**src/rtl/esfr_pkg.sv**
```systemverilog
`default_nettype none
package esfr_pkg;

  localparam logic [7:0]  SYNC_BYTE     = 8'h55;
  localparam logic [7:0]  CRC_POLY      = 8'h07;
  localparam logic [16:0] MAX_PAYLOAD_RST = 17'd300;
  localparam int          HDR_LEN       = 5;
  localparam int          HDR_IDX_W     = $clog2(HDR_LEN);
  localparam int          QUEUE_DEPTH   = 2;
  localparam int          QUEUE_PTR_W   = $clog2(QUEUE_DEPTH);
  localparam int          QUEUE_CNT_W   = $clog2(QUEUE_DEPTH + 1);

  typedef struct packed {
    logic        kind;
    logic [15:0] data_length;
    logic [7:0]  opt_length;
    logic [7:0]  packet_type;
    logic        too_long;
    logic [7:0]  payload_byte;
    logic [16:0] byte_index;
    logic        is_optional;
    logic        last;
    logic        crc_ok;
  } res_t;

  function automatic logic [7:0] crc8_add(input logic [7:0] crc, input logic [7:0] b);
    logic [7:0] c;
    c = crc ^ b;
    for (int i = 0; i < 8; i++) begin
      if (c[7]) begin
        c = {c[6:0], 1'b0} ^ CRC_POLY;
      end else begin
        c = {c[6:0], 1'b0};
      end
    end
    return c;
  endfunction

endpackage
`default_nettype wire

```
**src/rtl/esfr_front.sv**
```systemverilog
`default_nettype none
module esfr_front (
  input  wire logic           clk_i,
  input  wire logic           rst_ni,
  input  wire logic           accept_i,
  input  wire logic [7:0]     rx_byte_i,
  input  wire logic           cfg_we_i,
  input  wire logic [16:0]    cfg_data_i,
  output logic                push_o,
  output esfr_pkg::res_t      res_o
);
  import esfr_pkg::*;

  localparam logic [1:0] PH_HUNT    = 2'd0;
  localparam logic [1:0] PH_HEADER  = 2'd1;
  localparam logic [1:0] PH_PAYLOAD = 2'd2;

  logic [1:0]  phase_q, phase_d;
  logic [7:0]  hdr_q [HDR_LEN];
  logic [7:0]  hdr_d [HDR_LEN];
  logic [7:0]  nb    [HDR_LEN];
  logic [16:0] cnt_q, cnt_d;
  logic [7:0]  crc_q, crc_d;
  logic [16:0] max_q;

  logic [HDR_IDX_W-1:0] hidx;
  logic [HDR_IDX_W-1:0] pos;
  logic                 found;
  logic [3:0]           src;
  logic [7:0]           hcrc;
  logic [16:0]          hsize;
  logic [15:0]          p_dlen;
  logic [16:0]          p_last_idx;
  logic                 p_is_last;
  logic                 too_long;
  res_t                 res;
  logic                 push;

  always_comb begin
    hidx = (cnt_q >= 17'(HDR_LEN)) ? '0 : cnt_q[HDR_IDX_W-1:0];
    for (int k = 0; k < HDR_LEN; k++) begin
      nb[k] = hdr_q[k];
    end
    nb[hidx] = rx_byte_i;

    hcrc = 8'h00;
    for (int k = 0; k < HDR_LEN - 1; k++) begin
      hcrc = crc8_add(hcrc, nb[k]);
    end
    hsize    = {1'b0, nb[0], nb[1]} + {9'b0, nb[2]} + 17'd1;
    too_long = hsize > max_q;

    found = 1'b0;
    pos   = '0;
    for (int k = HDR_LEN - 1; k >= 0; k--) begin
      if (nb[k] == SYNC_BYTE) begin
        found = 1'b1;
        pos   = HDR_IDX_W'(k);
      end
    end

    p_dlen     = {hdr_q[0], hdr_q[1]};
    p_last_idx = {1'b0, p_dlen} + {9'b0, hdr_q[2]};
    p_is_last  = cnt_q >= p_last_idx;

    phase_d = phase_q;
    cnt_d   = cnt_q;
    crc_d   = crc_q;
    src     = '0;
    for (int k = 0; k < HDR_LEN; k++) begin
      hdr_d[k] = hdr_q[k];
    end
    push = 1'b0;
    res  = '0;

    if (accept_i) begin
      case (phase_q)
        PH_HEADER: begin
          for (int k = 0; k < HDR_LEN; k++) begin
            hdr_d[k] = nb[k];
          end
          cnt_d = 17'(hidx) + 17'd1;
          if (hidx == HDR_IDX_W'(HDR_LEN - 1)) begin
            if (hcrc != nb[HDR_LEN-1]) begin
              if (found) begin
                for (int j = 0; j < HDR_LEN - 1; j++) begin
                  src = 4'(j) + 4'(pos) + 4'd1;
                  if (src < 4'(HDR_LEN)) begin
                    hdr_d[j] = nb[src[HDR_IDX_W-1:0]];
                  end
                end
                cnt_d = 17'(HDR_LEN - 1) - 17'(pos);
              end else begin
                cnt_d   = '0;
                phase_d = PH_HUNT;
              end
            end else begin
              push             = 1'b1;
              res.data_length  = {nb[0], nb[1]};
              res.opt_length   = nb[2];
              res.packet_type  = nb[3];
              res.too_long     = too_long;
              cnt_d            = '0;
              crc_d            = 8'h00;
              phase_d          = too_long ? PH_HUNT : PH_PAYLOAD;
            end
          end
        end
        PH_PAYLOAD: begin
          push             = 1'b1;
          res.kind         = 1'b1;
          res.data_length  = p_dlen;
          res.opt_length   = hdr_q[2];
          res.packet_type  = hdr_q[3];
          res.payload_byte = rx_byte_i;
          res.byte_index   = cnt_q;
          res.is_optional  = !p_is_last && (cnt_q >= {1'b0, p_dlen});
          res.last         = p_is_last;
          res.crc_ok       = p_is_last && (crc_q == rx_byte_i);
          if (p_is_last) begin
            phase_d = PH_HUNT;
            cnt_d   = '0;
          end else begin
            crc_d = crc8_add(crc_q, rx_byte_i);
            cnt_d = cnt_q + 17'd1;
          end
        end
        default: begin
          phase_d = PH_HUNT;
          if (rx_byte_i == SYNC_BYTE) begin
            phase_d = PH_HEADER;
            cnt_d   = '0;
          end
        end
      endcase
    end
  end

  always_ff @(posedge clk_i or negedge rst_ni) begin
    if (!rst_ni) begin
      phase_q <= PH_HUNT;
      cnt_q   <= '0;
      crc_q   <= '0;
      max_q   <= MAX_PAYLOAD_RST;
      for (int k = 0; k < HDR_LEN; k++) begin
        hdr_q[k] <= '0;
      end
    end else begin
      phase_q <= phase_d;
      cnt_q   <= cnt_d;
      crc_q   <= crc_d;
      for (int k = 0; k < HDR_LEN; k++) begin
        hdr_q[k] <= hdr_d[k];
      end
      if (cfg_we_i) begin
        max_q <= cfg_data_i;
      end
    end
  end

  assign push_o = push;
  assign res_o  = res;

endmodule
`default_nettype wire

```
**src/rtl/esfr_queue.sv**
```systemverilog
`default_nettype none
module esfr_queue (
  input  wire logic           clk_i,
  input  wire logic           rst_ni,
  input  wire logic           push_i,
  input  wire esfr_pkg::res_t res_i,
  output logic                full_o,
  output logic                valid_o,
  input  wire logic           stall_i,
  output esfr_pkg::res_t      res_o
);
  import esfr_pkg::*;

  res_t                   mem_q [QUEUE_DEPTH];
  logic [QUEUE_PTR_W-1:0] wr_q, rd_q;
  logic [QUEUE_CNT_W-1:0] cnt_q;
  logic                   do_push, do_pop;

  assign full_o  = cnt_q == QUEUE_CNT_W'(QUEUE_DEPTH);
  assign valid_o = cnt_q != '0;
  assign do_push = push_i && !full_o;
  assign do_pop  = valid_o && !stall_i;
  assign res_o   = mem_q[rd_q];

  always_ff @(posedge clk_i) begin
    if (do_push) begin
      mem_q[wr_q] <= res_i;
    end
  end

  always_ff @(posedge clk_i or negedge rst_ni) begin
    if (!rst_ni) begin
      wr_q  <= '0;
      rd_q  <= '0;
      cnt_q <= '0;
    end else begin
      if (do_push) begin
        wr_q <= (wr_q == QUEUE_PTR_W'(QUEUE_DEPTH - 1)) ? '0 : wr_q + 1'b1;
      end
      if (do_pop) begin
        rd_q <= (rd_q == QUEUE_PTR_W'(QUEUE_DEPTH - 1)) ? '0 : rd_q + 1'b1;
      end
      if (do_push && !do_pop) begin
        cnt_q <= cnt_q + 1'b1;
      end else if (do_pop && !do_push) begin
        cnt_q <= cnt_q - 1'b1;
      end
    end
  end

endmodule
`default_nettype wire

```
**src/rtl/esp3_serial_frame_receiver.sv**
```systemverilog
// Serial frame receiver: one received byte per beat, one beat per cycle while the queue
// has room. The front end hunts for the 0x55 sync byte, checks the header CRC-8
// (rescanning the five stored bytes for a new sync on a mismatch) and emits a header beat,
// then, unless the header is too long, one beat per payload byte with its index, the last
// one carrying the payload CRC result. Results go through a two-entry queue, so an input
// beat is taken every cycle while the queue has room. in_stall_o rises only when the
// queue is full. max_payload_bytes (reset 300) may be rewritten while idle.
`default_nettype none
module esp3_serial_frame_receiver (
  input  wire logic        clk_i,
  input  wire logic        rst_ni,
  input  wire logic        in_valid_i,
  output logic             in_stall_o,
  input  wire logic [7:0]  rx_byte_i,
  input  wire logic        cfg_valid_i,
  output logic             cfg_ready_o,
  input  wire logic [16:0] cfg_data_i,
  output logic             out_valid_o,
  input  wire logic        out_stall_i,
  output logic             kind_o,
  output logic [15:0]      data_length_o,
  output logic [7:0]       opt_length_o,
  output logic [7:0]       packet_type_o,
  output logic             too_long_o,
  output logic [7:0]       payload_byte_o,
  output logic [16:0]      byte_index_o,
  output logic             is_optional_o,
  output logic             last_o,
  output logic             crc_ok_o
);
  import esfr_pkg::*;

  logic full, push, accept;
  res_t front_res, q_res;

  assign cfg_ready_o = 1'b1;
  assign in_stall_o  = full;
  assign accept      = in_valid_i && !full;

  esfr_front u_front (
    .clk_i      (clk_i),
    .rst_ni     (rst_ni),
    .accept_i   (accept),
    .rx_byte_i  (rx_byte_i),
    .cfg_we_i   (cfg_valid_i),
    .cfg_data_i (cfg_data_i),
    .push_o     (push),
    .res_o      (front_res)
  );

  esfr_queue u_queue (
    .clk_i   (clk_i),
    .rst_ni  (rst_ni),
    .push_i  (push),
    .res_i   (front_res),
    .full_o  (full),
    .valid_o (out_valid_o),
    .stall_i (out_stall_i),
    .res_o   (q_res)
  );

  assign kind_o         = q_res.kind;
  assign data_length_o  = q_res.data_length;
  assign opt_length_o   = q_res.opt_length;
  assign packet_type_o  = q_res.packet_type;
  assign too_long_o     = q_res.too_long;
  assign payload_byte_o = q_res.payload_byte;
  assign byte_index_o   = q_res.byte_index;
  assign is_optional_o  = q_res.is_optional;
  assign last_o         = q_res.last;
  assign crc_ok_o       = q_res.crc_ok;

  a_stall_needs_backlog: assert property (@(posedge clk_i) disable iff (!rst_ni)
    in_stall_o |-> out_valid_o)
    else $error("input stalled with empty result queue");

  a_last_is_payload: assert property (@(posedge clk_i) disable iff (!rst_ni)
    out_valid_o && last_o |-> kind_o && !is_optional_o)
    else $error("last beat not a plain payload byte");

  a_too_long_header: assert property (@(posedge clk_i) disable iff (!rst_ni)
    out_valid_o && too_long_o |-> !kind_o && byte_index_o == 17'd0)
    else $error("too_long on a payload beat");

  a_optional_range: assert property (@(posedge clk_i) disable iff (!rst_ni)
    out_valid_o && is_optional_o |-> byte_index_o >= {1'b0, data_length_o})
    else $error("optional byte inside data section");

endmodule
`default_nettype wire

```
**config.mk**
```make
export PLATFORM = sky130hd
export DESIGN_NAME = esp3_serial_frame_receiver
export DESIGN_NICKNAME = d
export VERILOG_FILES = /design/src/rtl/esfr_pkg.sv /design/src/rtl/esfr_front.sv /design/src/rtl/esfr_queue.sv /design/src/rtl/esp3_serial_frame_receiver.sv
export SDC_FILE = /design/constraint.sdc
export NUM_CORES = 1
export LEC_CHECK = 0
export BUFFER_PORTS_ARGS = -buffer_cell sky130_fd_sc_hd__buf_2
export CELL_PAD_IN_SITES_DETAIL_PLACEMENT = 1
export CELL_PAD_IN_SITES_GLOBAL_PLACEMENT = 1
export CORE_ASPECT_RATIO = 1.2
export CORE_MARGIN = 2
export CORE_UTILIZATION = 35
export DETAILED_ROUTE_END_ITERATION = 8
export PLACE_DENSITY_LB_ADDON = 0.08
export SYNTH_ARGS = -nofsm -noshare
export SYNTH_HDL_FRONTEND = slang
export SYNTH_SLANG_ARGS = --single-unit
```
**constraint.sdc**
```tcl
create_clock -name clk_i -period 19.6 [get_ports clk_i]
set_input_delay 0 -clock clk_i [delete_from_list [all_inputs] [get_ports clk_i]]
set_output_delay 0 -clock clk_i [all_outputs]
set_load 0.01 [all_outputs]
```
==> flow_summary.toml, run 1 <==
[global_route]
antenna_found_initial = 2
first_global_vias = 12536
use_met3_pct = 2.839
grt_max_degree = 82
grt_pass1_wl_um = 79920
grt_usage_pct = 24.19
met2_usage_pct = 42.11
grt-ovfl-total = 0
grtUsageMet1_pct = 31.45
grt-busiest-layer = "met2"

[timing]
finalSetupViolations = 0
rsz0062_at_grt = "false"
worst_pin_slew_ns = 1.072
final-hold-violation-count = 0
fin_crit_sh_pct = 39.40
finClkSkew_ns = 0.02920
tns_ns = 0
maxSlewViolCount = 0
slew_headroom_pct = 28.29
period_needed_ns = 7.722
max_freq_mhz = 129.5

[route]
vias = 12020
drc = 0
routed_wl_um = 53520
drtPass1Iterations = 5
drtIter0Drc = 632
avgViaCountPerCell = 5.509
wire_per_inst_um = 24.53
ant_nets = 0

[yosys]
synth_edf_count = 124
yosysWarnings = 0
avgSynthCellArea_um2 = 9.905
yosys_register_bits = 212
yosys.area.top_type_share_pct = 25.06
synth_cell_type_count = 83
yosysSeqAreaShare_pct = 39.92
synth_top_flop_cell = "edfxtp_1"
async_flop_share_pct = 41.51
syn_nets = 1621
synth_area_um2 = 14860
synth_area_leader_cell = "edfxtp_1"
yosys-top-cells-area = "edfxtp_1 25%, dfrtp_1 14%, ha_1 7.5%"
synthCells = 1500

[floorplan]
ios = 95
die_h_um = 229.7
core_um2 = 41860
start_util_pct = 35.49
die_area_um2 = 44120
rows = 82
die_x_um = 192.1

[cts]
cts_buffer_depth = 3
cts_sinks = 212
cts_buffers = 25
clock_latency_ns = 0.57
clk_pin_slew_worst_paths_ns = 0.06
cts_root_buf = "clkbuf_16"
cts_tree = "built"
cts_setup_buffers = 0
htreeDepth = 1

[critical_path]
crit_arrival_ns = 7.91
cp_max_fo = 40
rr_endpoint = "u_queue.mem_q[1][17]"
critical_path_required_ns = 19.79
critPathMaxStageDelay_ns = 0.66
path_class = "reg2reg"
crit_slowest_cell = "dfrtp_1"
critPathTopFamily = "buffers and inverters"
crit_buf_inv = 6
reg2reg_from = "u_front.cnt_q[1]"
cp-end-kind = "register"
rrSetupSlack_ns = 11.88
critPathLaunchType = "register"
ff2ff_path_depth = 25

[cells_and_area]
area_delta_synth_final_pct = 16.15
drive_above_1_share_pct = 17.43
nets = 1737
final_cell_count_no_fill = 2182

[place]
dp_hpwl_um = 39510
port_buffers = 93
dp.cells = 2084
gp_congestion = 0.8993

[min_path]
hold_path_class = "in2async"

[flow_run]
drv_cap = 0

[run_status]
status = "complete, no violations"

[power_and_ir_drop]
p_leak_nw = 6.862
power_density_nw_per_um2 = 193.4
vdd_drop_max_v = 0.0001776
[kinds of logic (layout without fill, tap and decap cells)]
kind of cell             count (synthesis)  in the layout  share of synthesized area, %
AO/OA/AOI/OAI                          305            305                         13.20
XOR/XNOR                               125            125                         8.674
adder cells (fa/ha/maj)                 91             91                         7.764
buffers and inverters                  169            304                         4.497
flip-flops                             212            212                         39.92
multiplexers                           146            146                         10.90
other                                    1              2                       0.02524
AND/OR/NAND/NOR                        451            451                         15.02
[synth_stat cells (7+ instances only)]
cell type / instances
mux2_2: 80
dfrtp_1: 84
nand3_1: 25
nor2_1: 109
ha_1: 89
nand2b_1: 15
edfxtp_1: 124
mux2i_1: 58
clkbuf_1: 67
xnor3_1: 7
a21o_1: 10
nand4_1: 9
buf_1: 8
and2_1: 37
a21oi_1: 65
nor2b_1: 11
and3_1: 18
o21ai_0: 80
xnor2_1: 76
o31ai_1: 22
o311ai_0: 14
inv_1: 83
o22ai_1: 16
nor3_1: 21
or3_1: 19
nor4_1: 9
o21a_1: 15
a22oi_1: 24
nand2_1: 143
o21ai_1: 7
xor2_1: 33
[how the worst max path moves through the flow]
stage,startpoint,to,slack [ns],cells past startpoint
4_1_cts,u_front.cnt_q[1],u_queue.mem_q[1][58],11.88,25
5_1_grt,u_front.cnt_q[1],u_queue.mem_q[1][2],11.29,25
2_1_floorplan,u_front.cnt_q[12],u_queue.mem_q[0][0],11.18,20
3_3_place_gp,u_front.cnt_q[1],u_queue.mem_q[1][14],12.19,25
6_report,u_front.cnt_q[1],u_queue.mem_q[1][17],11.88,25
3_5_place_dp,u_front.cnt_q[1],u_queue.mem_q[1][14],11.93,25
[metal layers]
| metal | vias to the layer above | routed length, um | part of all wire [%] |
|---|---|---|---|
| met5 | - | 0 | 0 |
| met4 | 0 | 1467 | 2.7 |
| met3 | 70 | 1950 | 3.6 |
| met2 | 265 | 26540 | 50 |
| met1 | 6075 | 23560 | 44 |
| li1 | 5610 | - | - |
[registers in the layout, summed over array words and instances (netlist names)]
| register | flops |
|---|---|
| u_front.crc_q | 8 |
| u_queue.rd_q | 1 |
| u_queue.mem_q | 124 |
| u_front.max_q | 17 |
| u_queue.cnt_q | 2 |
| u_front.hdr_q | 40 |
| u_front.cnt_q | 17 |
| u_queue.wr_q | 1 |
| u_front.phase_q | 2 |
[cell usage in the layout (no fill, tap or decap), drive strengths merged, types with 37 or more instances in the layout]
cell type      n
nand2        143
edfxtp       124
buf          123
nor2         110
ha            89
o21ai         88
inv           87
dfrtp         84
mux2          84
xnor2         79
a21oi         65
mux2i         62
dlygate4sd3   51
and2          37
[cell type report]
cell class,count,area [um2]
fillers,4730,24600
well taps,546,683.2
inverters,84,315.3
repair buffers,174,1204
diodes,1,2.502
clock inverters,16,195.2
clock buffers,30,644.4
flip-flops and latches,212,5932
multi-input cells,1119,8282
[through the flow]
step	worst slack, ns	hold slack (ns)	instance area, um2	util [%]	total power [W]
global placement	12.19	0.07957	15910	38.00	0.002792
CTS	11.88	0.0009698	17260	41.22	0.003352
finish	11.88	0.01412	17260	41.23	0.003338
floorplan	11.18	-0.2956	14860	-	0.002292
detailed placement	11.93	0.06720	15910	38.00	0.002837
global route	11.29	0.04218	17260	41.22	0.003565
[report_power, final]
part / leakage [nW] / total [W] / switching (W) / internal, W
Clock: 0.407 / 0.000485 / 0.000206 / 0.000279
Combinational: 4.33 / 0.00223 / 0.00116 / 0.00106
Sequential: 2.13 / 0.000625 / 0.000108 / 0.000517
[timing repair]
action                                 4_1_cts  5_1_grt
endpoints found under the hold margin       63        0
hold buffers                                51        0
resized for setup                            0        0
(Power assumes the default switching activity.)
==> run 2: changes to the inputs <==
clock period = 7.8 ns   (was 19.6 ns; I/O delays follow)
==> flow_summary.toml, run 2 (same netlist as run 1, synthesis figures left out) <==
[route]
wire_per_inst_um = 24.05
ant_nets = 0
drc = 0
drtIter0Drc = 720
routed_wl_um = 52800
drtPass1Iterations = 5
vias = 11996
avgViaCountPerCell = 5.465

[timing]
finClkSkew_ns = 0.01661
maxSlewViolCount = 0
fin_ws_ns = 0.8057
rsz0062_at_grt = "false"
hold_slack_ns = 0.02284
finalSetupViolations = 0
tns_ns = 0
period_needed_ns = 6.994
slew_headroom_pct = 31.35
fin_crit_sh_pct = 89.67
worst_pin_slew_ns = 1.001
max_freq_mhz = 143.0
final-hold-violation-count = 0

[flow_run]
drv_cap = 0

[power_and_ir_drop]
netSwitchingPower_w = 0.003673
vdd_drop_max_v = 0.0007916
pwr-share-clk_pct = 13.5
seqPwrFrac_pct = 18.3
power_density_nw_per_um2 = 479.3
p_leak_nw = 6.902
p_int_w = 0.004618
p_comb_share_pct = 68.2
switching_share_pct = 44.30

[global_route]
antenna_found_initial = 0
grt_max_degree = 82
first_global_vias = 12858
grt_usage_pct = 24.27
grt_pass1_wl_um = 80530
grt-ovfl-total = 0

[cts]
ctsResizeCount = 0
cts_buffers = 25
cts_buffer_depth = 3
cts_root_buf = "clkbuf_16"
clock_latency_ns = 0.56
clk_pin_slew_worst_paths_ns = 0.06
htreeDepth = 1
cts_tree = "built"
cts_sinks = 212

[min_path]
hold_path_class = "in2reg"
hold-path-endpoint = "u_front.phase_q[1]"
whs_path_depth = 4
min-delay-start = "in_valid_i"

[floorplan]
rows = 82
ios = 95
die_h_um = 229.7
start_util_pct = 35.49
die_area_um2 = 44120
die_x_um = 192.1
core_um2 = 41860

[cells_and_area]
layout_commonest_cell = "nand2_1"
drive_above_1_share_pct = 18.01
design_area_um2 = 17300
top_register = "u_queue.mem_q"
top_regs = "u_queue.mem_q (124), u_front.hdr_q (40)"
layout_common_cells = "142 x nand2_1, 124 x edfxtp_1, 108 x nor2_1, 92 x buf_2, 89 x ha_1"
largest_reg_flops = 124
area_delta_synth_final_pct = 16.44
nets = 1751
num_antenna_cells = 0

[place]
dp_hpwl_um = 38720
port_buffers = 93
dpl_worst_slack_ns = 0.8902
gp_congestion = 0.9115
detailed_place.area_um2 = 15990

[critical_path]
cp-end-kind = "register"
crit_arrival_ns = 7.29
path_class = "reg2reg"
critPathLaunchType = "register"
ff2ff_path_depth = 24
critical_path_required_ns = 8.10
rr_endpoint = "u_queue.mem_q[0][28]"
reg2reg_from = "u_front.cnt_q[14]"
cp_max_fo = 13
rrSetupSlack_ns = 0.81

[run_status]
status = "complete, no violations"
## run 2: cell types whose count changed in the layout (fill, tap and decap cells not counted), moves of 3 or more
cell / previous run / this run
buf_4: 31 / 42
bufinv_16: 3 / 0
clkbuf_8: 0 / 3
clkinv_2: 4 / 7
clkinv_4: 3 / 0
dlygate4sd3_1: 51 / 54
## run 2: routing by layer
metal	track usage (%)	up-vias	routed length, um
li1	-	5642	-
met1	31.37	6000	22640
met2	41.79	264	25970
met3	2.732	90	2230
met4	8.540	0	1950
met5	0	-	0
## run 2: power by group through the flow
stage | Combinational (W) | Clock [W] | Sequential, W
3_3_place_gp | 0.00554 | 0 | 0.00154
5_1_grt | 0.00619 | 0.00120 | 0.00154
2_1_floorplan | 0.00434 | 0 | 0.00142
4_1_cts | 0.00569 | 0.00116 | 0.00152
6_report | 0.00565 | 0.00112 | 0.00152
3_5_place_dp | 0.00561 | 0 | 0.00154
## run 2: metrics by stage
stage / power [W] / cells / util, %
after floorplan: 0.005759 / 1500 / -
after global placement: 0.007075 / 2095 / 38.19
after detailed placement: 0.007155 / 2095 / 38.19
after CTS: 0.008365 / 2195 / 41.33
after global routing: 0.008930 / 2195 / 41.33
final: 0.008292 / 2195 / 41.33
## run 2: final cells by class
cell class	instances	area (um2)
clock inverter	14	90.09
fill	4730	24560
inverter	84	315.3
sequential	212	5932
tap	546	683.2
multi-input combinational	1119	8282
clock buffer	32	681.9
timing repair buffer	188	1316
## run 2: worst max path at each step
stage,start,cells after the start,to,slack [ns]
after floorplan,u_front.cnt_q[12],20,u_queue.mem_q[0][0],0.41
after global placement,u_front.cnt_q[14],24,u_queue.mem_q[0][28],0.86
after detailed placement,u_front.cnt_q[14],24,u_queue.mem_q[1][28],0.89
after CTS,u_front.cnt_q[14],24,u_queue.mem_q[0][28],0.82
after global routing,u_front.cnt_q[14],24,u_front.phase_q[1],0.22
final,u_front.cnt_q[14],24,u_queue.mem_q[0][28],0.81
## run 2: timing repair
action,in CTS,in global routing
endpoints found under the setup margin,0,0
hold endpoints to repair,56,0
hold buffers,54,0
setup buffers,0,0
## run 2: worst max-delay path: stages, from the launching register on
cell and delay (ns):
dfrtp_1 0.47, nor4_2 0.57, nand4_2 0.35, or4_1 0.48
buf_4 0.23, mux2i_1 0.43, inv_1 0.30, ha_1 0.36
a21oi_1 0.05, o21ai_0 0.29, a21oi_1 0.12, o21ai_0 0.29
a21oi_1 0.11, o21ai_0 0.28, a21o_1 0.17, nand2_1 0.09
nor3b_1 0.40, xnor2_1 0.20, ha_1 0.28, a21o_1 0.16
a21oi_1 0.14, o21ai_0 0.12, a221oi_1 0.32, a31oi_1 0.21
and3_1 0.32
